`src/hw/rtl/bmpp_pkg.sv`:
```
// Shared types, constants and register codes of the basket max path payoff block.
`default_nettype none

package bmpp_pkg;

	// Sizing
	localparam int NUM_ASSETS_DEF = 4;
	localparam int ACC_W          = 40;
	localparam int X_W            = ACC_W + 1;
	localparam int MAG_W          = 34;
	localparam int MA_W           = 34;
	localparam int MB_W           = 32;
	localparam int MP_W           = MA_W + MB_W;
	localparam int CFG_IDX_W      = 3;
	localparam int SHIFT_W        = 80;

	// Configuration register codes
	typedef enum logic [CFG_IDX_W-1:0] {
		REG_DISCOUNT   = 3'd0,
		REG_ANTITHETIC = 3'd1,
		REG_SPOT0      = 3'd2,
		REG_SPOT1      = 3'd3,
		REG_SPOT2      = 3'd4,
		REG_SPOT3      = 3'd5
	} cfg_reg_t;

	localparam logic [31:0] DISCOUNT_RST = 32'h4000_0000;
	localparam logic [31:0] MAX32        = 32'hFFFF_FFFF;

	// Accumulator limits, signed Q12.28
	localparam logic [ACC_W-1:0] ACC_MAX = 40'h7F_FFFF_FFFF;
	localparam logic [ACC_W-1:0] ACC_MIN = 40'h80_0000_0000;

	// Exponent clamp: 32.0 in Q28
	localparam logic [MAG_W-1:0] X_LIM = 34'h2_0000_0000;

	// log2(e) and ln(2), Q30
	localparam logic [31:0] L2E_Q30 = 32'd1549082005;
	localparam logic [31:0] LN2_Q30 = 32'd744261118;

	// Taylor coefficients 1/n! in Q30, lowest order first; top term separate
	localparam logic [31:0] TAYLOR_Q30 [8] = '{
		32'd1073741824, 32'd1073741824, 32'd536870912, 32'd178956971,
		32'd44739243,   32'd8947849,    32'd1491308,   32'd213044
	};
	localparam logic [31:0] TAYLOR_TOP = 32'd26631;

	// Price scaling: right shift of (spot * 2^f) * 2^16 by 46 - k
	localparam logic [6:0] SHIFT_BASE = 7'd46;

	// Input and result transactions
	typedef struct packed {
		logic [1:0]         asset_index;
		logic signed [31:0] drift_step;
		logic signed [31:0] diffusion_step;
		logic               last_step;
		logic               last_asset;
	} bmpp_in_t;

	typedef struct packed {
		logic [31:0] path_value;
		logic        saturated;
	} bmpp_out_t;

	// Shared multiplier request and response
	typedef struct packed {
		logic            start;
		logic [MA_W-1:0] a;
		logic [MB_W-1:0] b;
	} mul_req_t;

	typedef struct packed {
		logic            busy;
		logic            done;
		logic [MP_W-1:0] prod;
	} mul_rsp_t;

	// Accumulator controls
	typedef struct packed {
		logic add;
		logic clr_sums;
		logic clr_path;
	} acc_ctrl_t;

	// Result load toward the output register
	typedef struct packed {
		logic      load;
		bmpp_out_t data;
	} res_t;

endpackage

`default_nettype wire

```
`src/hw/rtl/bmpp_mul.sv`:
```
// Bit-serial shift-add multiplier shared by every product of the block.
`default_nettype none

module bmpp_mul (
	input  logic               clk,
	input  logic               arst_n,
	input  bmpp_pkg::mul_req_t req,
	output bmpp_pkg::mul_rsp_t rsp
);
	import bmpp_pkg::*;

	localparam int CNT_W = $clog2(MB_W);

	logic             busy_q;
	logic             done_q;
	logic [CNT_W-1:0] cnt_q;
	logic [MP_W-1:0]  a_sh_q;
	logic [MP_W-1:0]  acc_q;
	logic [MB_W-1:0]  b_q;

	// Iteration control: one multiplier bit per cycle
	always_ff @(posedge clk or negedge arst_n) begin
		if (!arst_n) begin
			busy_q <= 1'b0;
			done_q <= 1'b0;
			cnt_q  <= '0;
		end else begin
			done_q <= 1'b0;
			if (req.start) begin
				busy_q <= 1'b1;
				cnt_q  <= '0;
			end else if (busy_q) begin
				cnt_q <= cnt_q + 1'b1;
				if (cnt_q == CNT_W'(MB_W - 1)) begin
					busy_q <= 1'b0;
					done_q <= 1'b1;
				end
			end
		end
	end

	// Datapath: add the shifted multiplicand where the low bit of b is set
	always_ff @(posedge clk) begin
		if (req.start) begin
			a_sh_q <= MP_W'(req.a);
			b_q    <= req.b;
			acc_q  <= '0;
		end else if (busy_q) begin
			if (b_q[0]) begin
				acc_q <= acc_q + a_sh_q;
			end
			a_sh_q <= a_sh_q << 1;
			b_q    <= b_q >> 1;
		end
	end

	assign rsp.busy = busy_q;
	assign rsp.done = done_q;
	assign rsp.prod = acc_q;

	// Checks
	a_done_pulse: assert property (@(posedge clk) disable iff (!arst_n)
		done_q |=> !done_q)
		else $error("multiplier done held longer than one cycle");

	a_cnt_busy: assert property (@(posedge clk) disable iff (!arst_n)
		(cnt_q != '0) |-> busy_q)
		else $error("multiplier counter running while idle");

	a_start_busy: assert property (@(posedge clk) disable iff (!arst_n)
		req.start |=> (busy_q && !done_q))
		else $error("multiplier did not begin after start");

endmodule

`default_nettype wire

```
`src/hw/rtl/bmpp_accum.sv`:
```
// Saturating drift and diffusion log-price accumulators.
`default_nettype none

module bmpp_accum (
	input  logic                  clk,
	input  logic                  arst_n,
	input  bmpp_pkg::acc_ctrl_t   ctrl,
	input  logic signed [31:0]    drift_step,
	input  logic signed [31:0]    diffusion_step,
	output logic signed [40:0]    x_plus,
	output logic signed [40:0]    x_minus,
	output logic                  ovf
);
	import bmpp_pkg::*;

	logic [ACC_W-1:0] drift_q;
	logic [ACC_W-1:0] diff_q;
	logic             ovf_q;
	logic [X_W-1:0]   drift_raw;
	logic [X_W-1:0]   diff_raw;
	logic [ACC_W-1:0] drift_d;
	logic [ACC_W-1:0] diff_d;
	logic             drift_ovf;
	logic             diff_ovf;

	// Sign-extended sums with clamp to the 40-bit limits
	always_comb begin
		drift_raw = {drift_q[ACC_W-1], drift_q}
			+ {{(X_W-32){drift_step[31]}}, drift_step};
		diff_raw  = {diff_q[ACC_W-1], diff_q}
			+ {{(X_W-32){diffusion_step[31]}}, diffusion_step};
		drift_ovf = drift_raw[X_W-1] != drift_raw[ACC_W-1];
		diff_ovf  = diff_raw[X_W-1] != diff_raw[ACC_W-1];
		drift_d   = drift_ovf ? (drift_raw[X_W-1] ? ACC_MIN : ACC_MAX)
			: drift_raw[ACC_W-1:0];
		diff_d    = diff_ovf ? (diff_raw[X_W-1] ? ACC_MIN : ACC_MAX)
			: diff_raw[ACC_W-1:0];
	end

	always_ff @(posedge clk or negedge arst_n) begin
		if (!arst_n) begin
			drift_q <= '0;
			diff_q  <= '0;
			ovf_q   <= 1'b0;
		end else if (ctrl.clr_path) begin
			drift_q <= '0;
			diff_q  <= '0;
			ovf_q   <= 1'b0;
		end else if (ctrl.clr_sums) begin
			drift_q <= '0;
			diff_q  <= '0;
		end else if (ctrl.add) begin
			drift_q <= drift_d;
			diff_q  <= diff_d;
			ovf_q   <= ovf_q | drift_ovf | diff_ovf;
		end
	end

	// Exponents of the path and its mirror
	assign x_plus  = {drift_q[ACC_W-1], drift_q} + {diff_q[ACC_W-1], diff_q};
	assign x_minus = {drift_q[ACC_W-1], drift_q} - {diff_q[ACC_W-1], diff_q};
	assign ovf     = ovf_q;

endmodule

`default_nettype wire

```
`src/hw/rtl/bmpp_seq.sv`:
```
// Sequencer: fixed-point exponential, asset price, running maxima and payoff.
`default_nettype none

module bmpp_seq (
	input  logic                 clk,
	input  logic                 arst_n,
	input  logic                 in_valid,
	output logic                 in_ready,
	input  logic                 in_last_step,
	input  logic                 in_last_asset,
	input  logic [31:0]          spot_sel,
	input  logic signed [40:0]   x_plus,
	input  logic signed [40:0]   x_minus,
	input  logic                 acc_ovf,
	input  logic                 antithetic,
	input  logic [31:0]          discount,
	input  logic                 slot_free,
	output bmpp_pkg::acc_ctrl_t  actl,
	output bmpp_pkg::mul_req_t   mreq,
	input  bmpp_pkg::mul_rsp_t   mul_rsp,
	output bmpp_pkg::res_t       res
);
	import bmpp_pkg::*;

	typedef enum logic [9:0] {
		S_IDLE  = 10'b00_0000_0001,
		S_PREP  = 10'b00_0000_0010,
		S_TMUL  = 10'b00_0000_0100,
		S_UMUL  = 10'b00_0000_1000,
		S_HMUL  = 10'b00_0001_0000,
		S_PMUL  = 10'b00_0010_0000,
		S_SHIFT = 10'b00_0100_0000,
		S_BASE  = 10'b00_1000_0000,
		S_DMUL  = 10'b01_0000_0000,
		S_OUT   = 10'b10_0000_0000
	} state_t;

	state_t             state_q;
	state_t             state_d;
	logic               minus_q;
	logic [31:0]        best_plus_q;
	logic [31:0]        best_minus_q;
	logic               sat_q;
	logic [2:0]         hcnt_q;
	logic [31:0]        spot_q;
	logic               last_asset_q;
	logic               neg_q;
	logic [6:0]         k_q;
	logic [29:0]        u_q;

	logic [X_W-1:0]     x_sel;
	logic               x_neg;
	logic [X_W-1:0]     x_abs;
	logic [MAG_W-1:0]   mag;
	logic [33:0]        t_val;
	logic [5:0]         t_int;
	logic [27:0]        t_frac;
	logic [6:0]         k_val;
	logic [27:0]        f_val;
	logic [29:0]        u_val;
	logic [31:0]        p_next;
	logic [6:0]         amt;
	logic [SHIFT_W-1:0] sh_out;
	logic               price_sat;
	logic [31:0]        price_val;
	logic [32:0]        pair_sum;
	logic [31:0]        base;
	logic [33:0]        pay;
	logic               pay_sat;

	// Clamp and magnitude of the exponent for the current pass
	always_comb begin
		x_sel = minus_q ? x_minus : x_plus;
		x_neg = x_sel[X_W-1];
		x_abs = x_neg ? (X_W'(0) - x_sel) : x_sel;
		mag   = (x_abs > X_W'(X_LIM)) ? X_LIM : x_abs[MAG_W-1:0];
	end

	// Split t = |x| * log2(e) into integer k (floor of the signed value) and fraction; also u and the Horner sum
	always_comb begin
		t_val  = mul_rsp.prod[63:30];
		t_int  = t_val[33:28];
		t_frac = t_val[27:0];
		if (!neg_q) begin
			k_val = {1'b0, t_int};
			f_val = t_frac;
		end else if (t_frac == '0) begin
			k_val = 7'd0 - {1'b0, t_int};
			f_val = '0;
		end else begin
			k_val = 7'd0 - ({1'b0, t_int} + 7'd1);
			f_val = 28'd0 - t_frac;
		end
		u_val  = mul_rsp.prod[57:28];
		p_next = TAYLOR_Q30[hcnt_q] + mul_rsp.prod[61:30];
	end

	// Price: (spot * 2^f) scaled by 2^k, saturated to 32 bits
	always_comb begin
		amt       = SHIFT_BASE - k_q;
		sh_out    = {mul_rsp.prod[63:0], 16'h0000} >> amt;
		price_sat = |sh_out[SHIFT_W-1:32];
		price_val = price_sat ? MAX32 : sh_out[31:0];
	end

	// Payoff base and discounted value
	always_comb begin
		pair_sum = {1'b0, best_plus_q} + {1'b0, best_minus_q};
		base     = antithetic ? pair_sum[32:1] : best_plus_q;
		pay      = mul_rsp.prod[63:30];
		pay_sat  = |pay[33:32];
	end

	// Next state and unit commands
	always_comb begin
		state_d  = state_q;
		in_ready = 1'b0;
		actl     = '0;
		mreq     = '0;
		res      = '0;
		case (state_q)
			S_IDLE: begin
				in_ready = 1'b1;
				actl.add = in_valid;
				if (in_valid && in_last_step) begin
					state_d = S_PREP;
				end
			end
			S_PREP: begin
				mreq.start = 1'b1;
				mreq.a     = mag;
				mreq.b     = L2E_Q30;
				state_d    = S_TMUL;
			end
			S_TMUL: begin
				if (mul_rsp.done) begin
					mreq.start = 1'b1;
					mreq.a     = MA_W'(f_val);
					mreq.b     = LN2_Q30;
					state_d    = S_UMUL;
				end
			end
			S_UMUL: begin
				if (mul_rsp.done) begin
					mreq.start = 1'b1;
					mreq.a     = MA_W'(TAYLOR_TOP);
					mreq.b     = MB_W'(u_val);
					state_d    = S_HMUL;
				end
			end
			S_HMUL: begin
				if (mul_rsp.done) begin
					mreq.start = 1'b1;
					if (hcnt_q == '0) begin
						mreq.a  = MA_W'(spot_q);
						mreq.b  = p_next;
						state_d = S_PMUL;
					end else begin
						mreq.a = MA_W'(p_next);
						mreq.b = MB_W'(u_q);
					end
				end
			end
			S_PMUL: begin
				if (mul_rsp.done) begin
					state_d = S_SHIFT;
				end
			end
			S_SHIFT: begin
				if (!minus_q && antithetic) begin
					state_d = S_PREP;
				end else begin
					actl.clr_sums = 1'b1;
					state_d       = last_asset_q ? S_BASE : S_IDLE;
				end
			end
			S_BASE: begin
				mreq.start = 1'b1;
				mreq.a     = MA_W'(discount);
				mreq.b     = base;
				state_d    = S_DMUL;
			end
			S_DMUL: begin
				if (mul_rsp.done) begin
					state_d = S_OUT;
				end
			end
			S_OUT: begin
				if (slot_free) begin
					res.load            = 1'b1;
					res.data.path_value = pay_sat ? MAX32 : pay[31:0];
					res.data.saturated  = sat_q | acc_ovf | pay_sat;
					actl.clr_path       = 1'b1;
					state_d             = S_IDLE;
				end
			end
			default: begin
				state_d = S_IDLE;
			end
		endcase
	end

	// Control state, maxima and sticky saturation
	always_ff @(posedge clk or negedge arst_n) begin
		if (!arst_n) begin
			state_q      <= S_IDLE;
			minus_q      <= 1'b0;
			best_plus_q  <= '0;
			best_minus_q <= '0;
			sat_q        <= 1'b0;
			hcnt_q       <= '0;
		end else begin
			state_q <= state_d;
			case (state_q)
				S_IDLE: begin
					if (in_valid) begin
						minus_q <= 1'b0;
					end
				end
				S_UMUL: begin
					if (mul_rsp.done) begin
						hcnt_q <= '1;
					end
				end
				S_HMUL: begin
					if (mul_rsp.done) begin
						hcnt_q <= hcnt_q - 1'b1;
					end
				end
				S_SHIFT: begin
					sat_q <= sat_q | price_sat;
					if (minus_q) begin
						if (price_val > best_minus_q) begin
							best_minus_q <= price_val;
						end
					end else if (price_val > best_plus_q) begin
						best_plus_q <= price_val;
					end
					if (!minus_q && antithetic) begin
						minus_q <= 1'b1;
					end
				end
				S_OUT: begin
					if (slot_free) begin
						best_plus_q  <= '0;
						best_minus_q <= '0;
						sat_q        <= 1'b0;
					end
				end
				default: begin
				end
			endcase
		end
	end

	// Per-asset operands
	always_ff @(posedge clk) begin
		case (state_q)
			S_IDLE: begin
				if (in_valid && in_last_step) begin
					spot_q       <= spot_sel;
					last_asset_q <= in_last_asset;
				end
			end
			S_PREP: begin
				neg_q <= x_neg;
			end
			S_TMUL: begin
				if (mul_rsp.done) begin
					k_q <= k_val;
				end
			end
			S_UMUL: begin
				if (mul_rsp.done) begin
					u_q <= u_val;
				end
			end
			default: begin
			end
		endcase
	end

	// Checks
	a_start_idle: assert property (@(posedge clk) disable iff (!arst_n)
		mreq.start |-> !mul_rsp.busy)
		else $error("multiplier started while busy");

	a_load_free: assert property (@(posedge clk) disable iff (!arst_n)
		res.load |-> slot_free)
		else $error("result loaded over a pending transaction");

	a_busy_after_end: assert property (@(posedge clk) disable iff (!arst_n)
		(in_valid && in_ready && in_last_step) |=> !in_ready)
		else $error("input taken during price evaluation");

	a_clear_path: assert property (@(posedge clk) disable iff (!arst_n)
		actl.clr_path |=> (best_plus_q == '0 && best_minus_q == '0 && !sat_q))
		else $error("path state not cleared after result");

endmodule

`default_nettype wire

```
`src/hw/rtl/basket_max_path_payoff.sv`:
```
// Top level of the basket max path payoff block: configuration, accumulators, sequencer, output.
`default_nettype none

// Each transaction on the input is one time step of one asset's log-price path.
// A step that does not end its asset is summed in the cycle it is taken, so such
// steps stream at one per cycle. The step that ends an asset holds the input off
// until its price is done (twice over in antithetic mode, for the path and its
// mirror): the price comes from eleven products (log2(e) scaling, ln(2) scaling,
// eight Horner terms, spot) on one bit-serial 34x32 multiplier, plus a state to
// set up the exponent and one to scale and compare the price. A step that also
// ends the path adds the discount product and the result hand-off, plus any wait
// for the output register to be taken. Configuration writes are taken every cycle
// and belong in idle time only; spot registers beyond NUM_ASSETS are not stored
// and those assets price at zero.
module basket_max_path_payoff #(
	parameter int NUM_ASSETS = bmpp_pkg::NUM_ASSETS_DEF
) (
	input  logic                               clk,
	input  logic                               arst_n,
	input  logic                               in_valid,
	output logic                               in_ready,
	input  bmpp_pkg::bmpp_in_t                 in_data,
	output logic                               out_valid,
	input  logic                               out_ready,
	output bmpp_pkg::bmpp_out_t                out_data,
	input  logic                               cfg_valid,
	output logic                               cfg_ready,
	input  logic [bmpp_pkg::CFG_IDX_W-1:0]     cfg_index,
	input  logic [31:0]                        cfg_data
);
	import bmpp_pkg::*;

	logic [31:0]        discount_q;
	logic               anti_q;
	logic [31:0]        spot_q [NUM_ASSETS];
	logic [31:0]        spot_sel;
	logic               out_valid_q;
	bmpp_out_t          out_data_q;
	logic               slot_free;
	logic signed [40:0] x_plus;
	logic signed [40:0] x_minus;
	logic               acc_ovf;
	acc_ctrl_t          actl;
	mul_req_t           mreq;
	mul_rsp_t           mrsp;
	res_t               res;

	// Configuration registers
	assign cfg_ready = 1'b1;

	always_ff @(posedge clk or negedge arst_n) begin
		if (!arst_n) begin
			discount_q <= DISCOUNT_RST;
			anti_q     <= 1'b0;
			for (int i = 0; i < NUM_ASSETS; i++) begin
				spot_q[i] <= '0;
			end
		end else if (cfg_valid) begin
			if (cfg_index == REG_DISCOUNT) begin
				discount_q <= cfg_data;
			end
			if (cfg_index == REG_ANTITHETIC) begin
				anti_q <= cfg_data[0];
			end
			for (int i = 0; i < NUM_ASSETS; i++) begin
				if (cfg_index == CFG_IDX_W'(int'(REG_SPOT0) + i)) begin
					spot_q[i] <= cfg_data;
				end
			end
		end
	end

	// Spot of the asset in the current transaction; unstored assets read zero
	always_comb begin
		spot_sel = '0;
		for (int i = 0; i < NUM_ASSETS; i++) begin
			if (in_data.asset_index == 2'(i)) begin
				spot_sel = spot_q[i];
			end
		end
	end

	bmpp_accum u_accum (
		.clk            (clk),
		.arst_n         (arst_n),
		.ctrl           (actl),
		.drift_step     (in_data.drift_step),
		.diffusion_step (in_data.diffusion_step),
		.x_plus         (x_plus),
		.x_minus        (x_minus),
		.ovf            (acc_ovf)
	);

	bmpp_mul u_mul (
		.clk    (clk),
		.arst_n (arst_n),
		.req    (mreq),
		.rsp    (mrsp)
	);

	bmpp_seq u_seq (
		.clk           (clk),
		.arst_n        (arst_n),
		.in_valid      (in_valid),
		.in_ready      (in_ready),
		.in_last_step  (in_data.last_step),
		.in_last_asset (in_data.last_asset),
		.spot_sel      (spot_sel),
		.x_plus        (x_plus),
		.x_minus       (x_minus),
		.acc_ovf       (acc_ovf),
		.antithetic    (anti_q),
		.discount      (discount_q),
		.slot_free     (slot_free),
		.actl          (actl),
		.mreq          (mreq),
		.mul_rsp       (mrsp),
		.res           (res)
	);

	// Output register
	assign slot_free = !out_valid_q || out_ready;

	always_ff @(posedge clk or negedge arst_n) begin
		if (!arst_n) begin
			out_valid_q <= 1'b0;
		end else if (res.load) begin
			out_valid_q <= 1'b1;
		end else if (out_ready) begin
			out_valid_q <= 1'b0;
		end
	end

	always_ff @(posedge clk) begin
		if (res.load) begin
			out_data_q <= res.data;
		end
	end

	assign out_valid = out_valid_q;
	assign out_data  = out_data_q;

endmodule

`default_nettype wire
```
`config.mk`:
```
export PLATFORM = sky130hd
export DESIGN_NAME = basket_max_path_payoff
export DESIGN_NICKNAME = d
export VERILOG_FILES = /design/src/hw/rtl/bmpp_pkg.sv /design/src/hw/rtl/bmpp_mul.sv /design/src/hw/rtl/bmpp_accum.sv /design/src/hw/rtl/bmpp_seq.sv /design/src/hw/rtl/basket_max_path_payoff.sv
export SDC_FILE = /design/constraint.sdc
export NUM_CORES = 2
export LEC_CHECK = 0
export ABC_CLOCK_PERIOD_IN_PS = 19700
export BUFFER_PORTS_ARGS = -buffer_cell sky130_fd_sc_hd__buf_2
export CAP_MARGIN = 10
export CORE_AREA = 3 3 284 286
export DETAILED_ROUTE_END_ITERATION = 8
export DIE_AREA = 0 0 287 289
export PLACE_DENSITY_LB_ADDON = 0.12
export SETUP_SLACK_MARGIN = 0.4
export SLEW_MARGIN = 20
export SYNTH_ARGS = -nofsm -noshare
export SYNTH_HDL_FRONTEND = slang
export SYNTH_SLANG_ARGS = --single-unit
export TNS_END_PERCENT = 1
```
`constraint.sdc`:
```
create_clock -name clk -period 19.7 [get_ports clk]
set_input_delay 2.955 -clock clk [delete_from_list [all_inputs] [get_ports clk]]
set_output_delay 2.955 -clock clk [all_outputs]
set_load 0.01 [all_outputs]
```
==> impl_metrics.toml <==
[run_status]
outcome = "completed"

[timing]
max_slew_margin_pct = 21.9
period_needed_ps = 8880
rsz0062_at_grt = "false"
fmax_mhz = 113
fin_setup_tns_ps = 0
whs_ps = 479
final.period_utilization_pct = 45.1
tightest_slew_ps = 1160
fin_skew_ps = 31.7
finalSetupViolCount = 0
drv_slew = 0
final_hold_viol_count = 0

[place]
gp_congestion = 0.997
numPortBuffers = 142
dp_hpwl_mm = 109

[logic_synthesis]
ys_seq_elements = 593
yosys.cell_count.top_type = "nand2_1"
synthCells = 5257
async_flop_share_pct = 55.5
synth_warnings = 0
synth_top_area_share_pct = 17.4
ys.flop_type = "dfrtp_1"
synthTopCellsByArea = "dfrtp_1 (17%), edfxtp_1 (11%), ha_1 (8.4%)"
ys_seq_area_share_pct = 32.4
synth_top_cell_by_area = "dfrtp_1"
syn_area_sq_mm = 0.0470
yosysUniqueCellTypes = 115
synth_nets = 5686
syn_avg_cell_area_sq_um = 8.94
ys_top_cells_by_count = "nand2_1 (518), a21oi_1 (461), nor2_1 (433)"
synth-edff-count = 170

[worst_setup_path]
reg2reg_setup_slack_ps = 10820
crit_top_cell = "a21oi_1"
slowest_stage = "buf_4"
cp.required_ps = 20230
path_class = "reg2reg"
slowest_delay_ps = 690
start_kind = "register"
ff2ff_path_depth = 31
reg2reg_from = "u_seq.k_q[0]$_DFFE_PP_"
cp.arrival_ps = 9410
cp_max_fo = 66
end_kind = "register"
r2r_end = "u_seq.best_minus_q[27]$_DFFE_PN0P_"

[route]
route.final.wire_length_mm = 147
avgRoutedWirePerCell_um = 23.2
postRouteAntennaNets = 0
drc = 0
vias = 41100
firstDrtPassIters = 7
drtIter0Drc = 4215
via_per_inst = 6.46

[power_and_ir_drop]
ir_drop_uv = 144
p_leak_uw = 0.0217
power.density_mw_per_mm2 = 169

[die]
die_height_um = 289
core_sq_mm = 0.0786
die_area_sq_mm = 0.0829
io_pins = 144
initial_utilization_pct = 59.8
die_w_um = 287
rows = 103

[worst_hold_path]
hold_depth = 2
worstHoldPathType = "reg2reg"
holdCritStartpoint = "u_mul.acc_q[40]$_SDFFE_PP0P_"
holdPathEnd = "u_mul.acc_q[40]$_SDFFE_PP0P_"

[global_route]
grt_first_pass_wirelength_mm = 227
grt_pass1_vias = 38700
antenna_found_initial = 4
overflow = 0
grtUsageTotal_pct = 34.9
grt_max_degree = 86

[clock_tree]
cts_setup_buffers = 0
cts_tree = "built"
cts.root.buffer_cell = "clkbuf_16"
cts_resized = 0
cts_buffer_depth = 3
cts_hold_buf = 0
clkTransAtPathRegs_ps = 60
cts_made_buffers = 68
cts.htree.levels = 3
clk_latency_ps = 650
cts_num_sinks = 593

[layout]
final_layout_size_suffix_gt1_share_pct = 14.3
fillers = 6715
area_growth_syn_to_layout_pct = 8.79
fin_nets = 5685

[job]
maxCapViolations = 0
## per-layer routing
layer  vias to the layer above  global-route usage [%]  wire length, um
li1                      19400                       -                -
met1                     19800                    45.4            60800
met2                      1510                    56.5            67200
met3                       356                    4.95            10200
met4                         0                    19.1             9190
met5                         -                       0                0
## per-stage QoR
stage	setup slack (ps)	cells	total power, uW	area, sq um	util, %
2_1_floorplan	12950	5257	5940	47000	-
3_3_place_gp	11120	6235	7130	48700	62.0
3_5_place_dp	11010	6235	7210	48700	62.0
4_1_cts	10930	6361	8580	51100	65.0
5_1_grt	10200	6364	9320	51100	65.0
6_report	10820	6366	8670	51100	65.0
## power breakdown
group	switching, uW	leakage [uW]	internal, uW
Sequential	362	0.00649	1660
Clock	566	0.00114	777
Combinational	3220	0.0141	2080
## cells in the final DEF, fill, tap and decap left out, drive strengths merged, types with 110 or more instances in the layout
cell type  instances
mux2             270
mux2i            136
dfrtp            327
xor2             110
a21o             121
o21ai            359
edfxtp           170
xnor2            213
nand2            518
nor2             434
a21oi            462
buf              222
inv              170
ha               315
## state kept, by name, summed over array words and instances (netlist names), 30 cells and up
name,flops
discount_q,32
out_data,33
spot_q,128
u_accum.diff_q,40
u_accum.drift_q,40
u_mul.a_sh_q,64
u_mul.acc_q,64
u_mul.b_q,32
u_seq.best_minus_q,32
u_seq.best_plus_q,32
u_seq.spot_q,32
u_seq.u_q,30
## worst max path at each step
stage	from	end	slack, ps
finish	u_seq.k_q[0]$_DFFE_PP_	u_seq.best_minus_q[27]$_DFFE_PN0P_	10820
global route	u_seq.k_q[0]$_DFFE_PP_	u_seq.best_minus_q[6]$_DFFE_PN0P_	10200
CTS	u_seq.k_q[0]$_DFFE_PP_	u_seq.best_minus_q[3]$_DFFE_PN0P_	10930
detailed placement	u_seq.k_q[0]$_DFFE_PP_	u_seq.best_minus_q[27]$_DFFE_PN0P_	11010
global placement	u_seq.k_q[0]$_DFFE_PP_	u_seq.best_minus_q[10]$_DFFE_PN0P_	11120
floorplan	u_seq.k_q[1]$_DFFE_PP_	u_seq.best_plus_q[10]$_DFFE_PN0P_	12950
## kinds of logic after synthesis
group	share of synthesized area (%)
simple gates	15.7
compound gates	20.9
flops	32.4
buf+inv	3.80
mux	11.9
fa+ha+maj	9.32
xor+xnor	6.05
other cells	0.00798
## critical path: cells and delay by family, from the launching register on
kind | cells | cell delay, ps
adders and majority gates | 2 | 730
AOI/OAI and AO/OA | 14 | 3380
DFF | 1 | 320
buffers and inverters | 4 | 1970
and+or+nand+nor | 8 | 1120
muxes | 3 | 1180
## area by class of cell
cell class | instances | area (sq um) | share of cell area [%]
flip-flops and latches | 593 | 15200 | 29.8
diodes | 4 | 10.0 | 0.0196
repair buffers | 222 | 1350 | 2.63
well taps | 1050 | 1310 | 2.57
inverters | 166 | 623 | 1.22
clock buffers | 88 | 1870 | 3.65
multi-input cells | 4205 | 30200 | 59.1
clock inverters | 38 | 509 | 0.996
Note: power is estimated with default switching activity, not from simulation.
